===== src/rtl/core/pal_pkg.sv =====
// Shared constants, codes and types of the positional array list.
package pal_pkg;

  localparam int unsigned CAPACITY = 128;
  localparam int unsigned ELEM_W   = 32;

  localparam int unsigned CMD_W    = 3;
  localparam int unsigned POS_W    = 8;
  localparam int unsigned FIDX_W   = 7;
  localparam int unsigned STAT_W   = 2;
  localparam int unsigned LEN_W    = 8;

  localparam int unsigned IDX_W    = $clog2(CAPACITY);
  localparam int unsigned CNT_W    = $clog2(CAPACITY + 1);

  // cells per pipelined segment of the search chain
  localparam int unsigned SEG_LEN  = 8;
  localparam int unsigned NSEG     = (CAPACITY + SEG_LEN - 1) / SEG_LEN;
  localparam int unsigned SCAN_W   = $clog2(NSEG + 1);

  typedef enum logic [CMD_W-1:0] {
    CMD_INSERT = 3'd0,
    CMD_DELETE = 3'd1,
    CMD_SET    = 3'd2,
    CMD_GET    = 3'd3,
    CMD_LOCATE = 3'd4
  } cmd_e;

  typedef enum logic [STAT_W-1:0] {
    STAT_OK      = 2'd0,
    STAT_ILLEGAL = 2'd1,
    STAT_FULL    = 2'd2
  } status_e;

  typedef enum logic [1:0] {
    OP_NONE   = 2'd0,
    OP_INSERT = 2'd1,
    OP_DELETE = 2'd2,
    OP_WRITE  = 2'd3
  } op_e;

  // broadcast to every cell
  typedef struct packed {
    op_e               op;
    logic              locate;
    logic [POS_W-1:0]  pos;
    logic [CNT_W-1:0]  count;
    logic [ELEM_W-1:0] value;
  } cell_ctrl_t;

  // first hit found so far along the chain
  typedef struct packed {
    logic              found;
    logic [IDX_W-1:0]  idx;
    logic [ELEM_W-1:0] data;
  } carry_t;

endpackage


===== src/rtl/core/pal_cell.sv =====
// One list entry: shifts from a neighbor or takes the new value, and flags a hit.
module pal_cell (
  input  logic                       clk_i,
  input  pal_pkg::cell_ctrl_t        ctrl_i,
  input  logic [pal_pkg::IDX_W-1:0]  cell_idx_i,
  input  logic [pal_pkg::ELEM_W-1:0] left_i,
  input  logic [pal_pkg::ELEM_W-1:0] right_i,
  output logic [pal_pkg::ELEM_W-1:0] data_o,
  output logic                       hit_o
);

  logic [pal_pkg::ELEM_W-1:0] data_q, data_d;
  logic [pal_pkg::POS_W-1:0]  idx_p;
  logic [pal_pkg::CNT_W-1:0]  idx_c;

  assign idx_p = pal_pkg::POS_W'(cell_idx_i);
  assign idx_c = pal_pkg::CNT_W'(cell_idx_i);

  always_comb begin
    data_d = data_q;
    case (ctrl_i.op)
      pal_pkg::OP_INSERT: begin
        if (idx_p == ctrl_i.pos) begin
          data_d = ctrl_i.value;
        end else if (idx_p > ctrl_i.pos && idx_c <= ctrl_i.count) begin
          data_d = left_i;
        end
      end
      pal_pkg::OP_DELETE: begin
        if (idx_p >= ctrl_i.pos && (idx_c + pal_pkg::CNT_W'(1)) < ctrl_i.count) begin
          data_d = right_i;
        end
      end
      pal_pkg::OP_WRITE: begin
        if (idx_p == ctrl_i.pos) begin
          data_d = ctrl_i.value;
        end
      end
      default: data_d = data_q;
    endcase
  end

  always_ff @(posedge clk_i) begin
    data_q <= data_d;
  end

  assign data_o = data_q;
  // locate: live entry equal to the value; otherwise: entry at the position
  assign hit_o  = ctrl_i.locate ? (idx_c < ctrl_i.count && data_q == ctrl_i.value)
                                : (idx_p == ctrl_i.pos);

endmodule


===== config.mk =====
export PLATFORM = sky130hd
export DESIGN_NAME = pal_cell
export DESIGN_NICKNAME = d
export VERILOG_FILES = /design/src/rtl/core/pal_pkg.sv /design/src/rtl/core/pal_cell.sv
export SDC_FILE = /design/constraint.sdc
export NUM_CORES = 1
export LEC_CHECK = 0
export ABC_AREA = 1
export BUFFER_PORTS_ARGS = -buffer_cell sky130_fd_sc_hd__buf_2
export CAP_MARGIN = 20
export CELL_PAD_IN_SITES_DETAIL_PLACEMENT = 0
export CELL_PAD_IN_SITES_GLOBAL_PLACEMENT = 1
export CORE_MARGIN = 5
export CORE_UTILIZATION = 35
export CTS_BUF_LIST = sky130_fd_sc_hd__clkbuf_4 sky130_fd_sc_hd__clkbuf_8
export DETAILED_ROUTE_END_ITERATION = 8
export HOLD_SLACK_MARGIN = 0.1
export PLACE_DENSITY = 0.95
export RECOVER_POWER = 25
export SLEW_MARGIN = 20
export SYNTH_ARGS = -nofsm -noshare
export SYNTH_HDL_FRONTEND = slang
export SYNTH_SLANG_ARGS = --single-unit

===== constraint.sdc =====
create_clock -name clk_i -period 5.14 [get_ports clk_i]
set_input_delay 1.028 -clock clk_i [delete_from_list [all_inputs] [get_ports clk_i]]
set_output_delay 1.028 -clock clk_i [all_outputs]
set_load 0.01 [all_outputs]

==> Word level (Yosys, flattened, before mapping) <==
Index checks and enable logic that the tools add are counted.
{ "op_classes": {"add_sub_neg": 1, "order_cmp": 5, "eq_ne": 8, "muxes": 6, "n_reduce_logical": 5} }
{ "op_table": {"columns": ["cell", "count"], "rows": [
  ["$mux 32", 4],
  ["$pmux 32 s3", 1],
  ["$eq 32x32->1", 1],
  ["$add 7x1->8 const B", 1],
  ["$eq 7x8->1", 1],
  ["$ge 7x8->1", 1],
  ["$gt 7x8->1", 1],
  ["$le 7x8->1", 1],
  ["$lt 7x8->1", 1],
  ["$lt 8x8->1", 1],
  ["$eq 2x2->1 const B", 2],
  ["$ne 2x2->1 const B", 2],
  ["$reduce_and 4->1", 1],
  ["$logic_and 1x1->1", 3],
  ["$ne 3x3->1 const B", 1],
  ["$reduce_bool 3->1", 1],
  ["$eq 2x1->1 const B", 1],
  ["$mux 1", 1]
]} }
{ "word_totals": {"register_bits": 32, "inputBits": 123, "out_inout_bits": 33, "wordCells": 26} }

==> Depth between registers and ports, before layout <==
{ "depth": {"word_depth": 5, "mapped_depth": 15, "ltp_nobuf": 15} }

==> Worst setup path after synthesis <==
OpenSTA, ideal clock, no wires.
{ "synth_path": {"kind": "in2reg", "start": "input cell_idx_i[0] (netlist name)", "end": "register data_q, in the netlist data_o[0], enable pin", "setup_time_ns": 0.387, "arrival_ns": 2.940, "setup_slack_ns": 1.814, "stages": 15, "n_path_buf": 0, "cell_sequence": "ha_1 -> nand3_1 -> nor2_1 -> nand2_1 -> xor2_1 -> ha_1 -> nand2_1 -> inv_1 -> nand2_1 -> nand4_1 -> nor2_1 -> nand2_1 -> nand2_1 -> nand2_1 -> inv_1"} }
{ "synth_between": {"elab_chain_cells": 5, "elab_cells_between_ends": 12, "cone_classes": "add/sub (1); order compare (4); eq/ne (4); reduce/logical (3)"} }
{ "synth_rtl": {"columns": ["item", "line", "source"], "rows": [
  ["start: declaration", "pal_cell.sv:5", "input logic [pal_pkg::IDX_W-1:0] cell_idx_i,"],
  ["$add 7x1->8", "pal_cell.sv:30", "if (idx_p >= ctrl_i.pos && (idx_c + pal_pkg::CNT_W'(1)) < ctrl_i.count) begin"],
  ["$lt 8x8->1", "pal_cell.sv:30", null],
  ["$logic_and 1x1->1", "pal_cell.sv:30", null],
  ["$ne 2x2->1 (no source line)", null, null],
  ["$reduce_and 4->1 (no source line) *", null, null],
  ["end signal: assignment", "pal_cell.sv:44", "data_q <= data_d;"],
  ["end: declaration", "pal_cell.sv:12", "logic [pal_pkg::ELEM_W-1:0] data_q, data_d;"]
]} }
Mark *: on every way between the ends. The rest lies on a longest branch, timed or not.
A chain may end at the register's enable or synchronous reset.

==> Worst setup path in the final report <==
{ "layout_path": {"start": "input cell_idx_i[5] (netlist name)", "end": "output hit_o"} }
{ "layout_between": {"elab_chain_cells": 3, "elab_cells_between_ends": 4, "cone_classes": "order compare (1); eq/ne (1); mux (1); reduce/logical (1)"} }
{ "layout_rtl": {"columns": ["item", "line", "source"], "rows": [
  ["$lt 7x8->1", "pal_cell.sv:49", "assign hit_o = ctrl_i.locate ? (idx_c < ctrl_i.count && data_q == ctrl_i.value)"],
  ["$logic_and 1x1->1", "pal_cell.sv:49", null],
  ["$mux 1 *", "pal_cell.sv:49", null],
  ["end: declaration", "pal_cell.sv:9", "output logic hit_o"]
]} }
Marks and branches as above.

==> impl_metrics.py <==
metrics = {
    "worst_setup_path": {
        "path_class": "in -> out",
        "end_kind": "primary output",
        "arrival_ns": 2.60,
        "cp-start-kind": "input pin",
        "crit_required_ns": 4.11,
        "startpoint": "cell_idx_i[5]",
        "crit_fanout": 35,
    },
    "logic_synthesis": {
        "muxShareOfSynthArea": 0,
        "synth_warnings": 0,
        "synth-compound-area-share": 0.115,
        "yosysUniqueCellTypes": 26,
        "synth_common_cells": "nand2_1 (101), nor2_1 (96), inv_1 (71)",
        "yosys.area_share.simple": 0.341,
        "synth_seq_cells": 32,
        "yosys.area.top_type": "edfxtp_1",
        "syn_avg_cell_area_sq_um": 6.56,
        "synth_area_sq_um": 3250,
        "synth_flop_cell": "edfxtp_1",
        "synth_most_common_cell": "nand2_1",
        "async_reset_ff_frac": 0,
        "ys_top_cells_by_area": "edfxtp_1 (30%), nand2_1 (12%), nor2_1 (11%)",
        "synth_cells": 496,
        "synth-xor-area-share": 0.0404,
        "syn_nets": 642,
        "yosysTopAreaCellShare": 0.295,
        "synthAdderAreaFrac": 0.0885,
        "synth-edff-count": 32,
        "synth_top_family_by_area": "simple AND/OR/NAND/NOR gates",
        "synth_seq_area_share": 0.295,
    },
    "floorplan": {
        "die_h_um": 106,
        "num_rows": 35,
        "die_area_sq_um": 11300,
        "core_area_sq_um": 9150,
        "io_pins": 156,
        "die_x_um": 106,
        "start_util": 0.355,
    },
    "cts": {
        "ctsHoldBuffers": 0,
        "cts_buffer_depth": 2,
        "cts.sinks": 32,
        "cts_tree": "built",
        "ctsHtreeMaxLevel": 2,
        "cts-root-buf": "clkbuf_8",
        "clkSlewWorstSetupHoldPaths_ns": 0.07,
        "cts_buffers": 5,
        "cts_resized": 0,
        "cts_setup_buffers": 0,
    },
    "timing": {
        "setup_viol": 0,
        "finalMaxSlewViolations": 0,
        "rsz0062_at_grt": "false",
        "max_freq_mhz": 276,
        "tightestPinTransition_ns": 0.907,
        "min_period_ns": 3.63,
        "layout_worst_path_cycle_share": 0.706,
        "hold_ws_ns": 1.07,
        "setup_tns_ns": 0,
        "maxSlewHeadroom": 0.395,
        "hold_violations": 0,
    },
    "grt": {
        "grt_pass1_wl_mm": 16.8,
        "grt_antenna_before_repair": 0,
        "grt_pass1_vias": 3636,
        "grt_max_degree": 52,
        "grt_use_total": 0.180,
        "globalRouteOverflowTotal": 0,
    },
    "detailed_routing": {
        "drtIter0Drc": 189,
        "finalWirelength_mm": 10.2,
        "vias": 3618,
        "wire_per_inst_um": 13.6,
        "via_per_inst": 4.81,
        "ant_nets": 0,
        "drtPass1Iterations": 4,
        "drc": 0,
    },
    "cells_and_area": {
        "largest_register_ff_count": 32,
        "diodes": 0,
        "nets": 786,
        "drive_gt1_frac": 0.226,
        "syn2layout_area_growth_pct": 27.8,
        "final_util": 0.454,
    },
    "status": {
        "outcome": "complete, no violations",
    },
    "hold_path": {
        "holdCritStartpoint": "right_i[26]",
        "hold_path_class": "in -> reg",
    },
    "placed_design": {
        "portBuffers": 155,
        "gp_congestion": 0.932,
        "hpwl_mm": 8.06,
    },
    "power_and_ir_drop": {
        "peakVddDrop_uv": 109,
        "power_density_nw_per_um2": 202,
        "p_leak_nw": 2.15,
        "total_power_uw": 842,
    },
    "run": {
        "cap_violations": 0,
    },
}
## worst paths after layout
| path | end | slack (ns) | depth (start not counted) |
|---|---|---|---|
| setup / recovery | hit_o | 1.51 | 9 |
| hold / removal | data_o[26] | 1.07 | 3 |
## layout make-up
class / count / area [sq um]
fillers: 984 / 5000
flip-flops and latches: 32 / 961
clock inverters: 3 / 37.5
multi-input cells: 370 / 1900
clock buffers: 5 / 68.8
repair buffers: 158 / 768
inverters: 73 / 279
well taps: 111 / 139
## report_power, final
part	internal (mW)	switching, mW	leakage [nW]
registers	0.323	0.0213	0.292
logic	0.111	0.153	1.80
clock network	0.141	0.0916	0.0532
## critical path, cell delays in order
cell,delay [ns]
buf_2,0.13
ha_1,0.29
nand2_1,0.06
nor2_2,0.17
nand2_4,0.28
inv_6,0.34
nand2_1,0.08
nand2_1,0.07
buf_2,0.12
## metrics by stage
step | setup slack (ns) | cells | instance area [sq um]
floorplan | 1.81 | 496 | 3250
global placement | 1.50 | 744 | 4080
detailed placement | 1.45 | 744 | 4080
CTS | 1.48 | 752 | 4190
global route | 1.33 | 752 | 4160
finish | 1.51 | 752 | 4160
## logic make-up after synthesis
| logic type | Yosys count |
|---|---|
| simple gates | 268 |
| buf+inv | 94 |
| compound gates | 64 |
| flops | 32 |
| fa+ha+maj | 23 |
| xor+xnor | 15 |
## cell usage in the layout (no fill, tap or decap)
cell       Yosys  layout
o22ai_1        1       1
o211ai_1      19      19
nand2_1      101     101
a21oi_1        6       6
nor2_1        96      96
nand3_1       64      64
ha_1          23      23
nor3b_1        1       1
o21ai_0        7       7
nor2_2         2       2
inv_1         71      71
clkinv_1       1       3
edfxtp_1      32      32
inv_6          1       1
o21bai_1       2       2
xor2_1         8       8
nand2_4        1       1
nand4_1        2       2
buf_2          4     131
clkbuf_8       0       5
buf_4          1       3
o21ai_1       29      29
bufinv_16      0       1
nand2_2        1       1
clkbuf_1      10      24
xnor2_1        7       7
## per-layer routing
metal / GRT usage / vias up / wire length (um)
met3: 0.0443 / 9 / 769
met2: 0.299 / 142 / 4750
met4: 0.0356 / 0 / 75
met5: 0 / - / 0
met1: 0.239 / 1573 / 4640
li1: - / 1894 / -
Note: power is estimated with default switching activity, not from simulation.
